File: config.mk
export PLATFORM = sky130hd
export DESIGN_NAME = gmt_ctrl
export DESIGN_NICKNAME = d
export VERILOG_FILES = /design/src/hw/rtl/gmt_pkg.sv /design/src/hw/rtl/gmt_ctrl.sv
export SDC_FILE = /design/constraint.sdc
export NUM_CORES = 1
export LEC_CHECK = 0
export ABC_AREA = 1
export ABC_CLOCK_PERIOD_IN_PS = 10300
export BUFFER_PORTS_ARGS = -buffer_cell sky130_fd_sc_hd__clkbuf_2
export CAP_MARGIN = 20
export CORE_MARGIN = 2
export CORE_UTILIZATION = 28
export CTS_CLUSTER_DIAMETER = 60
export DETAILED_ROUTE_END_ITERATION = 6
export PLACE_DENSITY = 0.54
export SYNTH_ARGS = -nofsm -noshare
export SYNTH_HDL_FRONTEND = slang
export SYNTH_SLANG_ARGS = --single-unit
File: constraint.sdc
create_clock -name clk_i -period 10.3 [get_ports clk_i]
set_clock_uncertainty 0.2 [all_clocks]
set_input_delay 1.03 -clock clk_i [delete_from_list [all_inputs] [get_ports clk_i]]
set_output_delay 1.03 -clock clk_i [all_outputs]
set_load 0.005 [all_outputs]
File: src/hw/rtl/gmt_pkg.sv
// types, codes and helpers of the membership table
package gmt_pkg;

  localparam int unsigned MAX_NODES = 64;
  localparam int unsigned SLOT_W    = $clog2(MAX_NODES);
  localparam int unsigned CNT_W     = $clog2(MAX_NODES + 1);
  localparam int unsigned KEY_W     = 48;

  localparam logic [3:0] OP_UP        = 4'd0;
  localparam logic [3:0] OP_DOWN      = 4'd1;
  localparam logic [3:0] OP_SUSPECT   = 4'd2;
  localparam logic [3:0] OP_RECOVER   = 4'd3;
  localparam logic [3:0] OP_ACTOR_DN  = 4'd4;
  localparam logic [3:0] OP_ACTOR_UP  = 4'd5;
  localparam logic [3:0] OP_PING_OK   = 4'd6;
  localparam logic [3:0] OP_PING_FAIL = 4'd7;
  localparam logic [3:0] OP_MERGE     = 4'd8;
  localparam logic [3:0] OP_FULL      = 4'd9;

  localparam logic [2:0] KIND_UP      = 3'd0;
  localparam logic [2:0] KIND_DOWN    = 3'd1;
  localparam logic [2:0] KIND_SUSPECT = 3'd2;
  localparam logic [2:0] KIND_RECOVER = 3'd3;
  localparam logic [2:0] KIND_ACT_DN  = 3'd4;
  localparam logic [2:0] KIND_ACT_UP  = 3'd5;

  localparam logic [1:0] ST_APPLIED = 2'd0;
  localparam logic [1:0] ST_SELF    = 2'd1;
  localparam logic [1:0] ST_STALE   = 2'd2;
  localparam logic [1:0] ST_FULL    = 2'd3;

  localparam logic [1:0] CFG_SELF_ADDR = 2'd0;
  localparam logic [1:0] CFG_SELF_PORT = 2'd1;
  localparam logic [1:0] CFG_RT_MULT   = 2'd2;

  typedef struct packed {
    logic [3:0]  op;
    logic [31:0] node_address;
    logic [15:0] node_port;
    logic [31:0] node_uid;
    logic [31:0] incarnation;
    logic        actor_known;
    logic        actor_up;
  } req_t;

  typedef struct packed {
    logic [1:0]       status;
    logic             disseminate;
    logic [2:0]       gossip_kind;
    logic [31:0]      gossip_incarnation;
    logic [5:0]       retransmit_count;
    logic             notify;
    logic [CNT_W-1:0] member_count;
    logic [CNT_W-1:0] suspect_count;
  } rsp_t;

  typedef struct packed {
    logic        mp;
    logic        sp;
    logic [31:0] mi;
    logic [31:0] mu;
    logic [31:0] si;
    logic [31:0] su;
    logic        af;
  } entry_t;

  // search token handed from cell to cell
  typedef struct packed {
    logic              found;
    logic [SLOT_W-1:0] hit_idx;
    entry_t            ent;
    logic              free_found;
    logic [SLOT_W-1:0] free_idx;
  } token_t;

  // write request broadcast to the row
  typedef struct packed {
    logic              en;
    logic [SLOT_W-1:0] idx;
    logic [KEY_W-1:0]  key;
    entry_t            ent;
    logic              wr_key;
    logic              wr_mi;
    logic              wr_mu;
    logic              wr_si;
    logic              wr_su;
    logic              wr_af;
  } wr_t;

  // multiplier times ceil(log10(count)), zero for an empty set
  function automatic logic [5:0] rc_calc(logic [3:0] mult, logic [CNT_W-1:0] cnt);
    logic [31:0] c;
    logic [2:0]  d;
    logic [6:0]  p;
    c = 32'(cnt);
    d = 3'(c > 32'd1) + 3'(c > 32'd10) + 3'(c > 32'd100) + 3'(c > 32'd1000);
    p = 7'(mult) * 7'(d);
    return p[5:0];
  endfunction

endpackage

File: src/hw/rtl/gmt_ctrl.sv
// request sequencing, update rules, counts and result register
module gmt_ctrl (
  input  logic                       clk_i,
  input  logic                       rst_ni,
  input  logic                       cfg_we_i,
  input  logic [1:0]                 cfg_idx_i,
  input  logic [31:0]                cfg_wdata_i,
  input  logic                       in_valid_i,
  output logic                       in_ready_o,
  input  gmt_pkg::req_t              in_req_i,
  output logic                       out_valid_o,
  input  logic                       out_ready_i,
  output gmt_pkg::rsp_t              out_rsp_o,
  output logic [gmt_pkg::KEY_W-1:0]  key_o,
  output logic [gmt_pkg::KEY_W-1:0]  self_key_o,
  input  gmt_pkg::token_t            tok_i,
  output gmt_pkg::wr_t               wr_o
);

  localparam logic S_IDLE = 1'b0;
  localparam logic S_SRCH = 1'b1;

  logic                        state_q, state_d;
  logic [gmt_pkg::CNT_W-1:0]   cnt_q, cnt_d;
  gmt_pkg::req_t               req_q;
  logic [31:0]                 self_addr_q;
  logic [15:0]                 self_port_q;
  logic [3:0]                  mult_q;
  logic [gmt_pkg::CNT_W-1:0]   members_q, suspects_q;
  gmt_pkg::rsp_t               rsp_q, rsp_d;
  logic                        out_valid_q;
  logic                        done, finish;
  gmt_pkg::entry_t             e;
  gmt_pkg::wr_t                wr;
  logic [gmt_pkg::CNT_W-1:0]   mcnt, scnt;
  logic                        found, clr, do_sus, do_rec;
  logic [31:0]                 sus_inc, rec_inc, inc, uid;
  logic [gmt_pkg::SLOT_W-1:0]  s;

  assign key_o      = {req_q.node_address, req_q.node_port};
  assign self_key_o = {self_addr_q, self_port_q};
  assign in_ready_o = (state_q == S_IDLE);
  assign done       = (state_q == S_SRCH) && (cnt_q == gmt_pkg::CNT_W'(gmt_pkg::MAX_NODES));
  assign finish     = done && (!out_valid_q || out_ready_i);

  // update rules on the entry brought back by the token
  always_comb begin
    e       = tok_i.ent;
    found   = tok_i.found;
    s       = tok_i.hit_idx;
    mcnt    = members_q;
    scnt    = suspects_q;
    inc     = req_q.incarnation;
    uid     = req_q.node_uid;
    clr     = 1'b0;
    do_sus  = 1'b0;
    do_rec  = 1'b0;
    sus_inc = inc;
    rec_inc = '0;
    wr      = '0;
    rsp_d   = '0;
    rsp_d.status = gmt_pkg::ST_STALE;
    if (!found) begin
      e.mp = 1'b0;
      e.sp = 1'b0;
    end
    case (req_q.op)
      gmt_pkg::OP_UP: begin
        if (found && s == '0) begin
          rsp_d.status = gmt_pkg::ST_SELF;
        end else begin
          if (found) begin
            // a different instance id expires the stored entry
            if (e.mp && e.mu != uid) begin
              e.mp = 1'b0; mcnt = mcnt - gmt_pkg::CNT_W'(1); clr = 1'b1;
            end
            if (e.sp && e.su != uid) begin
              e.sp = 1'b0; scnt = scnt - gmt_pkg::CNT_W'(1); clr = 1'b1;
            end
            if (clr) begin
              e.af = 1'b0; wr.wr_af = 1'b1; rsp_d.notify = 1'b1;
              rsp_d.status = gmt_pkg::ST_APPLIED; wr.en = 1'b1;
            end
          end
          if ((e.sp && e.si >= inc) || (e.mp && e.mi >= inc)) begin
            // stale
          end else if (!found && !tok_i.free_found) begin
            rsp_d.status = gmt_pkg::ST_FULL;
          end else begin
            if (!found) begin
              s = tok_i.free_idx; wr.wr_key = 1'b1;
            end
            rsp_d.disseminate = 1'b1; rsp_d.gossip_kind = gmt_pkg::KIND_UP;
            rsp_d.gossip_incarnation = inc; rsp_d.status = gmt_pkg::ST_APPLIED;
            rsp_d.retransmit_count = gmt_pkg::rc_calc(mult_q, mcnt);
            if (!e.mp) begin
              e.mu = uid; wr.wr_mu = 1'b1; e.mp = 1'b1; mcnt = mcnt + gmt_pkg::CNT_W'(1);
            end
            e.mi = inc; wr.wr_mi = 1'b1; rsp_d.notify = 1'b1; wr.en = 1'b1;
          end
        end
      end
      gmt_pkg::OP_DOWN: begin
        if (e.mp || e.sp) begin
          rsp_d.disseminate = 1'b1; rsp_d.gossip_kind = gmt_pkg::KIND_DOWN;
          rsp_d.gossip_incarnation = inc; rsp_d.status = gmt_pkg::ST_APPLIED;
          rsp_d.retransmit_count = gmt_pkg::rc_calc(mult_q, mcnt);
          if (s == '0) begin
            rsp_d.status = gmt_pkg::ST_SELF;
          end else begin
            if (e.mp) mcnt = mcnt - gmt_pkg::CNT_W'(1);
            if (e.sp) scnt = scnt - gmt_pkg::CNT_W'(1);
            e.mp = 1'b0; e.sp = 1'b0; e.af = 1'b0; wr.wr_af = 1'b1;
            rsp_d.notify = 1'b1; wr.en = 1'b1;
          end
        end
      end
      gmt_pkg::OP_SUSPECT: begin
        if (e.sp) begin
          if (e.si < inc) begin
            e.si = inc; wr.wr_si = 1'b1; rsp_d.status = gmt_pkg::ST_APPLIED; wr.en = 1'b1;
          end
        end else if (e.mp && inc >= e.mi) begin
          do_sus = 1'b1;
        end
      end
      gmt_pkg::OP_RECOVER: begin
        if (e.sp && inc >= e.si) do_rec = 1'b1;
      end
      gmt_pkg::OP_ACTOR_DN, gmt_pkg::OP_ACTOR_UP: begin
        if (e.mp && e.mi < inc) begin
          rsp_d.disseminate = 1'b1; rsp_d.gossip_kind = req_q.op[2:0];
          rsp_d.gossip_incarnation = inc; rsp_d.status = gmt_pkg::ST_APPLIED;
          rsp_d.retransmit_count = gmt_pkg::rc_calc(mult_q, mcnt);
          e.mi = inc; wr.wr_mi = 1'b1;
          e.af = (req_q.op == gmt_pkg::OP_ACTOR_UP); wr.wr_af = 1'b1;
          rsp_d.notify = 1'b1; wr.en = 1'b1;
        end
      end
      gmt_pkg::OP_PING_OK: begin
        if (e.sp) do_rec = 1'b1;
      end
      gmt_pkg::OP_PING_FAIL: begin
        if (e.mp) begin
          do_sus = 1'b1; sus_inc = e.mi;
        end
      end
      gmt_pkg::OP_MERGE: begin
        if (e.mp) begin
          if (inc > e.mi) begin
            e.mi = inc; wr.wr_mi = 1'b1;
            if (req_q.actor_known) begin
              e.af = req_q.actor_up; wr.wr_af = 1'b1;
            end
            rsp_d.notify = 1'b1; rsp_d.status = gmt_pkg::ST_APPLIED; wr.en = 1'b1;
          end
        end else if (!found && !tok_i.free_found) begin
          rsp_d.status = gmt_pkg::ST_FULL;
        end else begin
          if (!found) begin
            s = tok_i.free_idx; wr.wr_key = 1'b1;
          end
          e.mu = uid; wr.wr_mu = 1'b1; e.mp = 1'b1; mcnt = mcnt + gmt_pkg::CNT_W'(1);
          e.mi = inc; wr.wr_mi = 1'b1;
          if (req_q.actor_known) begin
            e.af = req_q.actor_up; wr.wr_af = 1'b1;
          end
          rsp_d.notify = 1'b1; rsp_d.status = gmt_pkg::ST_APPLIED; wr.en = 1'b1;
        end
      end
      gmt_pkg::OP_FULL: begin
        if (!e.mp && !found && !tok_i.free_found) begin
          rsp_d.status = gmt_pkg::ST_FULL;
        end else begin
          if (!e.mp) begin
            if (!found) begin
              s = tok_i.free_idx; wr.wr_key = 1'b1;
            end
            e.mu = uid; wr.wr_mu = 1'b1; e.mp = 1'b1; mcnt = mcnt + gmt_pkg::CNT_W'(1);
            e.mi = '0; wr.wr_mi = 1'b1;
          end
          e.af = req_q.actor_up; wr.wr_af = 1'b1;
          rsp_d.notify = 1'b1; rsp_d.status = gmt_pkg::ST_APPLIED; wr.en = 1'b1;
        end
      end
      default: begin
      end
    endcase

    if (do_sus) begin
      if (!e.sp) begin
        e.su = uid; wr.wr_su = 1'b1; e.sp = 1'b1; scnt = scnt + gmt_pkg::CNT_W'(1);
      end
      e.si = sus_inc; wr.wr_si = 1'b1;
      if (e.mp) mcnt = mcnt - gmt_pkg::CNT_W'(1);
      e.mp = 1'b0; e.af = 1'b0; wr.wr_af = 1'b1;
      rsp_d.disseminate = 1'b1; rsp_d.gossip_kind = gmt_pkg::KIND_SUSPECT;
      rsp_d.gossip_incarnation = sus_inc; rsp_d.status = gmt_pkg::ST_APPLIED;
      rsp_d.retransmit_count = gmt_pkg::rc_calc(mult_q, mcnt);
      rsp_d.notify = 1'b1; wr.en = 1'b1;
    end
    if (do_rec) begin
      rec_inc = e.si;
      if (!e.mp) begin
        e.mu = uid; wr.wr_mu = 1'b1; e.mp = 1'b1; mcnt = mcnt + gmt_pkg::CNT_W'(1);
      end
      e.mi = rec_inc; wr.wr_mi = 1'b1;
      if (e.sp) scnt = scnt - gmt_pkg::CNT_W'(1);
      e.sp = 1'b0;
      rsp_d.disseminate = 1'b1; rsp_d.gossip_kind = gmt_pkg::KIND_RECOVER;
      rsp_d.gossip_incarnation = rec_inc; rsp_d.status = gmt_pkg::ST_APPLIED;
      rsp_d.retransmit_count = gmt_pkg::rc_calc(mult_q, mcnt);
      rsp_d.notify = 1'b1; wr.en = 1'b1;
    end

    wr.idx  = s;
    wr.key  = {req_q.node_address, req_q.node_port};
    wr.ent  = e;
    wr.en   = wr.en & finish;
    rsp_d.member_count  = mcnt;
    rsp_d.suspect_count = scnt;
  end

  assign wr_o = wr;

  always_comb begin
    state_d = state_q;
    cnt_d   = cnt_q;
    case (state_q)
      S_IDLE: begin
        if (in_valid_i) begin
          state_d = S_SRCH;
          cnt_d   = '0;
        end
      end
      S_SRCH: begin
        if (!done) cnt_d = cnt_q + gmt_pkg::CNT_W'(1);
        if (finish) state_d = S_IDLE;
      end
      default: state_d = S_IDLE;
    endcase
  end

  always_ff @(posedge clk_i or negedge rst_ni) begin
    if (!rst_ni) begin
      state_q     <= S_IDLE;
      cnt_q       <= '0;
      out_valid_q <= 1'b0;
      members_q   <= gmt_pkg::CNT_W'(1);
      suspects_q  <= '0;
      self_addr_q <= '0;
      self_port_q <= '0;
      mult_q      <= 4'd3;
    end else begin
      state_q <= state_d;
      cnt_q   <= cnt_d;
      if (finish) begin
        out_valid_q <= 1'b1;
        members_q   <= rsp_d.member_count;
        suspects_q  <= rsp_d.suspect_count;
      end else if (out_ready_i) begin
        out_valid_q <= 1'b0;
      end
      if (cfg_we_i) begin
        case (cfg_idx_i)
          gmt_pkg::CFG_SELF_ADDR: self_addr_q <= cfg_wdata_i;
          gmt_pkg::CFG_SELF_PORT: self_port_q <= cfg_wdata_i[15:0];
          gmt_pkg::CFG_RT_MULT:   mult_q      <= cfg_wdata_i[3:0];
          default: begin
          end
        endcase
      end
    end
  end

  always_ff @(posedge clk_i) begin
    if (in_valid_i && in_ready_o) req_q <= in_req_i;
    if (finish) rsp_q <= rsp_d;
  end

  assign out_valid_o = out_valid_q;
  assign out_rsp_o   = rsp_q;

endmodule

==> flow_metrics.tcl, run 1 <==
set metrics [dict create \
    outcome "complete, no violations" \
    nets 3672 \
    rr_startpoint "inc[25]$_DFFE_PP_" \
    insertion_delay_ns 0.58 \
    r2r_end "out_rsp_o[19]$_DFFE_PP_" \
    synth_cell_type_count 63 \
    timing.critical_path.buf_inv 5 \
    ys_warn_count 0 \
    grt_pass1_vias 20040 \
    layout_setup_ws_ns 3.100 \
    stdcell_area_sq_um 25470 \
    synth_area_leaders "edfxtp_1 26%, nand2_1 14%, dfrtp_1 8.7%" \
    wl_per_cell_um 20.25 \
    ys.flop_type "edfxtp_1" \
    wl_um 86110 \
    setup_viol 0 \
    path_delay_family "simple AND/OR/NAND/NOR gates" \
    worst_path_max_delay_cell "nor2_2" \
    cts_sinks 252 \
    tritoncts "done" \
    avgViaCountPerCell 5.023 \
    reg2regPathDepth 27 \
    post-route-drc-count 0 \
    synth_top_area_share_pct 25.78 \
    area_delta_synth_final_pct 23.56 \
    power_density_nw_per_um2 148.2 \
    syn_avg_cell_area_sq_um 7.464 \
    yosysTopAreaCell "edfxtp_1" \
    min_to "self_port_q[3]$_DFFE_PN0P_" \
    cts_root_buf "clkbuf_16" \
    core_area_sq_um 72960 \
    globalplace.congestion 0.8818 \
    max_cap_viol_count 0 \
    max_stage_delay_ns 0.63 \
    cp.arrival_ns 7.29 \
    postCtsSetupBuffers 0 \
    vias 21360 \
    row_count 99 \
    tightest_slew_ns 1.048 \
    worstSetupPathType "input port to flip-flop" \
    initial_core_util_pct 28.26 \
    critPathMaxFanout 32 \
    hpwlAfterDp_um 63960 \
    worstSetupStartpointType "input port" \
    ios 651 \
    grt_max_degree 77 \
    firstDrtPassIters 6 \
    slew_violations 0 \
    synth-seq-cells 252 \
    cts_buffers 41 \
    min_from "self_port_q[3]$_DFFE_PN0P_" \
    clkSlewWorstSetupHoldPaths_ns 0.06 \
    ctsResizeCount 0 \
    vdd_ir_drop_max_mv 0.1153 \
    grt_pass1_wl_um 126000 \
    p_leak_nw 12.01 \
    synth_cells 2762 \
    drive_gt1_share_pct 26.24 \
    cts_max_path_buffers 3 \
    place_ws_ns 2.459 \
    dpl_cell_area_sq_um 24130 \
    final-hold-violation-count 0 \
    fillers 7769 \
    drt_iter0_markers 1673 \
    crit_required_ns 10.39 \
    min_period_ns 7.200 \
    antenna_found_initial 8 \
    gr-total-overflow 0 \
    gr-usage-all-layers_pct 21.86 \
    hold_depth 2 \
    synth_edf_count 177 \
    syn_area_sq_um 20610 \
    hp-class "flip-flop to flip-flop" \
    slew-limit-headroom_pct 30.06 \
    ant_nets 0 \
    htreeDepth 2 \
    die_w_um 275.3 \
    synth-seq-area-share_pct 34.91 \
    io_buffer_count 650 \
    period_share_pct 69.90 \
    syn_nets 3174 \
    hold_buffers 0 \
    end_kind "flip-flop" \
    fmax_mhz 138.9 \
    synth_common_cells "749 x nand2_1, 276 x o21ai_0, 241 x inv_1" \
    synth.most_common_cell "nand2_1" \
    dieArea_sq_um 75810 \
    setup_tns_ns 0 \
    dieHeight_um 275.3 \
    rsz0062_at_grt "false" \
    rrSetupSlack_ns 3.23 \
    cpMostUsedCell "nand2_1" \
    async_flop_share_pct 29.76 \
]
-- cell usage in the layout (no fill, tap or decap), drive strengths merged, types with 17 or more instances in the layout --
| master | count |
|---|---|
| o31ai | 21 |
| nand2 | 769 |
| buf | 31 |
| a31oi | 25 |
| ha | 102 |
| nor2 | 200 |
| inv | 281 |
| clkbuf | 700 |
| o21ai | 293 |
| nand3 | 106 |
| clkinv | 20 |
| o2111ai | 32 |
| dfrtp | 72 |
| edfxtp | 177 |
| nor3 | 35 |
| nand4 | 27 |
| o211ai | 86 |
| xnor2 | 58 |
| a21oi | 94 |
| xor2 | 17 |
| o311ai | 33 |
| o22ai | 27 |
-- kinds of logic after synthesis --
group	after synthesis	share of synthesized area, %
buffers and inverters	504	11.02
AND/OR/NAND/NOR	1147	23.25
multiplexers	16	0.8740
flip-flops	252	34.91
AO/OA/AOI/OAI	658	19.72
adder cells (fa/ha/maj)	110	6.968
XOR/XNOR	75	3.259
-- sequential cells by signal (all words and copies together), names as in the netlist --
| register | cells |
|---|---|
| members_q | 7 |
| out_valid_o | 1 |
| suspects_q | 7 |
| key_o | 48 |
| req_q | 6 |
| self_port_q | 16 |
| mult_q | 4 |
| uid | 32 |
| state_q | 1 |
| out_rsp_o | 59 |
| inc | 32 |
| self_addr_q | 32 |
| cnt_q | 7 |
-- report_power, final --
group / total, W / switching, W / internal (W) / leakage, nW
Clock: 0.00137 / 0.000570 / 0.000798 / 0.650
Sequential: 0.00128 / 0.0000834 / 0.00119 / 2.51
Combinational: 0.00113 / 0.000708 / 0.000422 / 8.85
Total: 0.00377 / 0.00136 / 0.00241 / 12.0
-- worst max path at each step --
stage                           from  cells past startpoint                      end  slack (ns)
final                     tok_i[131]                     29  out_rsp_o[19]$_DFFE_PP_        3.10
after global routing      tok_i[131]                     32  out_rsp_o[19]$_DFFE_PP_        2.57
after CTS                 tok_i[131]                     30  out_rsp_o[19]$_DFFE_PP_        3.07
after detailed placement  tok_i[131]                     30  out_rsp_o[19]$_DFFE_PP_        2.46
after global placement    tok_i[131]                     30  out_rsp_o[19]$_DFFE_PP_        2.62
after floorplan            tok_i[97]                     39  out_rsp_o[19]$_DFFE_PP_        4.03
-- stage by stage --
stage               std cells  hold slack, ns  total power [W]  utilization [%]
floorplan                2762          0.2530         0.002020                -
global placement         4175          0.2675         0.002412            33.07
detailed placement       4175          0.2739         0.002422            33.07
CTS                      4251          0.2871         0.003820            34.89
global route             4253          0.3122         0.004012            34.91
finish                   4253          0.2826         0.003775            34.91
-- layer usage --
layer	global-route usage, %	wire (um)	vias to the layer above
li1	-	-	10390
met1	28.47	36910	10000
met2	37.11	41130	840
met3	4.393	6325	119
met4	5.135	1654	12
met5	0	79	-
-- tightest hold or removal path, cell delays in order (launching register included) --
cell and delay, ns:
dfrtp_1 0.34, nand2_1 0.05, o21ai_0 0.06
-- final cells by class --
class	count	area, sq um	area share (%)
Tap cell	959	1200	4.711
Clock buffer	51	1094	4.293
Timing Repair Buffer	680	3488	13.70
Inverter	279	1054	4.136
Multi-Input combinational cell	2006	11200	43.99
Antenna cell	1	2.502	0.009825
Sequential cell	252	7196	28.25
Clock inverter	25	232.7	0.9137
Power figures use the tool's default switching activity.
==> inputs of run 2 (changes only) <==
--- a/config.mk
+++ b/config.mk
@@ -6,14 +6,14 @@
 export NUM_CORES = 1
 export LEC_CHECK = 0
 export ABC_AREA = 1
-export ABC_CLOCK_PERIOD_IN_PS = 10300
+export ABC_CLOCK_PERIOD_IN_PS = 6200
 export BUFFER_PORTS_ARGS = -buffer_cell sky130_fd_sc_hd__clkbuf_2
 export CAP_MARGIN = 20
 export CORE_MARGIN = 2
 export CORE_UTILIZATION = 28
 export CTS_CLUSTER_DIAMETER = 60
 export DETAILED_ROUTE_END_ITERATION = 6
-export PLACE_DENSITY = 0.54
+export PLACE_DENSITY = 0.56
 export SYNTH_ARGS = -nofsm -noshare
 export SYNTH_HDL_FRONTEND = slang
 export SYNTH_SLANG_ARGS = --single-unit
==> constraint.sdc (replaced) <==
create_clock -name clk_i -period 6.2 [get_ports clk_i]
set_clock_uncertainty 0.2 [all_clocks]
set_input_delay 0.62 -clock clk_i [delete_from_list [all_inputs] [get_ports clk_i]]
set_output_delay 0.62 -clock clk_i [all_outputs]
set_load 0.005 [all_outputs]
==> flow_metrics.tcl, run 2 (synthesized netlist as in run 1, its figures left out) <==
set metrics [dict create \
    grt_max_degree 76 \
    dieArea_sq_um 75810 \
    gr-total-overflow 0 \
    rr_startpoint "uid[1]$_DFFE_PP_" \
    die_w_um 275.3 \
    final-hold-violation-count 0 \
    grt_pass1_wl_um 128200 \
    hold_depth 2 \
    rrSetupSlack_ns 0.15 \
    layout_setup_ws_ns 0.1484 \
    insertion_delay_ns 0.58 \
    place_ws_ns -0.3768 \
    path_delay_family "adder cells" \
    hpwlAfterDp_um 64560 \
    gr-usage-all-layers_pct 22.12 \
    switchingPower_w 0.002353 \
    drive_gt1_share_pct 29.76 \
    slew-limit-headroom_pct 37.40 \
    largest_reg_flops 59 \
    tritoncts "done" \
    reg2regPathDepth 36 \
    power_frac_seq_pct 31.9 \
    vias 22300 \
    globalplace.congestion 0.8872 \
    post-route-drc-count 0 \
    clock_power_share_pct 35.9 \
    stdcell_area_sq_um 27870 \
    hp-class "input port to flip-flop" \
    area_delta_synth_final_pct 35.20 \
    min_from "out_ready_i" \
    setup_viol 0 \
    outcome "complete, no violations" \
    min_to "out_valid_o$_DFFE_PN0P_" \
    fillers 7613 \
    row_count 99 \
    firstDrtPassIters 6 \
    io_buffer_count 650 \
    combinationalPowerShare_pct 32.2 \
    cts_root_buf "clkbuf_16" \
    cts_max_path_buffers 3 \
    intPower_w 0.004250 \
    wl_per_cell_um 19.43 \
    rsz0062_at_grt "true" \
    end_kind "flip-flop" \
    power_density_nw_per_um2 236.9 \
    wl_um 87520 \
    r2r_end "out_rsp_o[19]$_DFFE_PP_" \
    cp.arrival_ns 6.16 \
    initial_core_util_pct 28.26 \
    worstSetupPathType "flip-flop to flip-flop" \
    htreeDepth 2 \
    final_cells 4505 \
    worst_path_max_delay_cell "fa_1" \
    avgViaCountPerCell 4.950 \
    nets 3920 \
    swShare_pct 35.64 \
    drt_iter0_markers 1623 \
    fin_util_pct 38.20 \
    grt_pass1_vias 21010 \
    cts_sinks 252 \
    cts_buffers 43 \
    dpl_cell_area_sq_um 25150 \
    worstSetupStartpointType "flip-flop" \
    max_cap_viol_count 0 \
    ant_nets 0 \
    slew_violations 0 \
    crit_required_ns 6.31 \
    p_leak_nw 13.22 \
    timing.critical_path.buf_inv 5 \
    ios 651 \
    fmax_mhz 165.2 \
    core_area_sq_um 72960 \
    period_share_pct 97.61 \
    whs_ns 0.03808 \
    layout_common_cells "739 x nand2_1, 649 x clkbuf_2, 273 x o21ai_0" \
    layout_commonest_cell "nand2_1" \
    vdd_ir_drop_max_mv 0.1969 \
    min_period_ns 6.052 \
    clkSlewWorstSetupHoldPaths_ns 0.06 \
    max_stage_delay_ns 0.60 \
    tightest_slew_ns 0.9390 \
    dieHeight_um 275.3 \
    critPathMaxFanout 4 \
    antenna_found_initial 12 \
    dp.cells 4310 \
]
-- run 2: changes by cell type in the layout (fill, tap and decap cells not counted), sizes merged --
cell         before  now
clkinvlp          2    5
dlygate4sd3       0   95
diode             1    4
clkinv           20   18
clkbuf          700  702
buf              31  182
-- run 2: worst max-delay path by stage --
| stage | start | cells past startpoint | slack [ns] | endpoint |
|---|---|---|---|---|
| final | uid[1]$_DFFE_PP_ | 36 | 0.15 | out_rsp_o[19]$_DFFE_PP_ |
| after global routing | inc[24]$_DFFE_PP_ | 34 | -0.14 | out_rsp_o[19]$_DFFE_PP_ |
| after CTS | inc[31]$_DFFE_PP_ | 34 | 0.006 | out_rsp_o[19]$_DFFE_PP_ |
| after detailed placement | tok_i[77] | 38 | -0.38 | out_rsp_o[19]$_DFFE_PP_ |
| after global placement | tok_i[77] | 39 | -0.25 | out_rsp_o[19]$_DFFE_PP_ |
| after floorplan | tok_i[97] | 39 | 0.34 | out_rsp_o[19]$_DFFE_PP_ |
-- run 2: power groups by stage --
stage	Sequential (W)	Clock, W	Combinational [W]
5_1_grt	0.00213	0.00250	0.00238
6_report	0.00211	0.00237	0.00212
4_1_cts	0.00211	0.00244	0.00206
2_1_floorplan	0.00211	0	0.00125
3_3_place_gp	0.00214	0	0.00198
3_5_place_dp	0.00214	0	0.00200
-- run 2: layout make-up --
| type | count | area [sq um] | share of cell area, % |
|---|---|---|---|
| multi-input combinational | 2006 | 11420 | 40.96 |
| sequential | 252 | 7196 | 25.82 |
| timing repair buffer | 926 | 5602 | 20.10 |
| tap | 959 | 1200 | 4.305 |
| clock buffer | 53 | 1155 | 4.143 |
| inverter | 279 | 1057 | 3.793 |
| clock inverter | 26 | 235.2 | 0.8440 |
| antenna | 4 | 10.01 | 0.03591 |
-- run 2: per-layer routing --
metal / share of wire [%] / GRT usage [%] / wire (um) / up-vias
li1: - / - / - / 10920
met1: 41 / 28.20 / 36270 / 10410
met2: 48 / 37.72 / 42370 / 841
met3: 7.7 / 4.498 / 6713 / 123
met4: 2.4 / 6.415 / 2072 / 16
met5: 0.11 / 0 / 97 / -
-- run 2: repair_timing --
item,4_1_cts,5_1_grt
endpoints found under the hold margin,94,34
endpoints found under the setup margin,3,5
pin swaps,2,35
hold buffers,94,1
setup buffers,5,10
resized for setup,7,39
-- run 2: per-stage QoR --
step                      total power (W)  TNS, ns
after floorplan                  0.003355        0
after global placement           0.004121  -0.6266
after detailed placement         0.004139   -1.036
after CTS                        0.006609        0
after global routing             0.007013  -0.2975
final                            0.006603        0
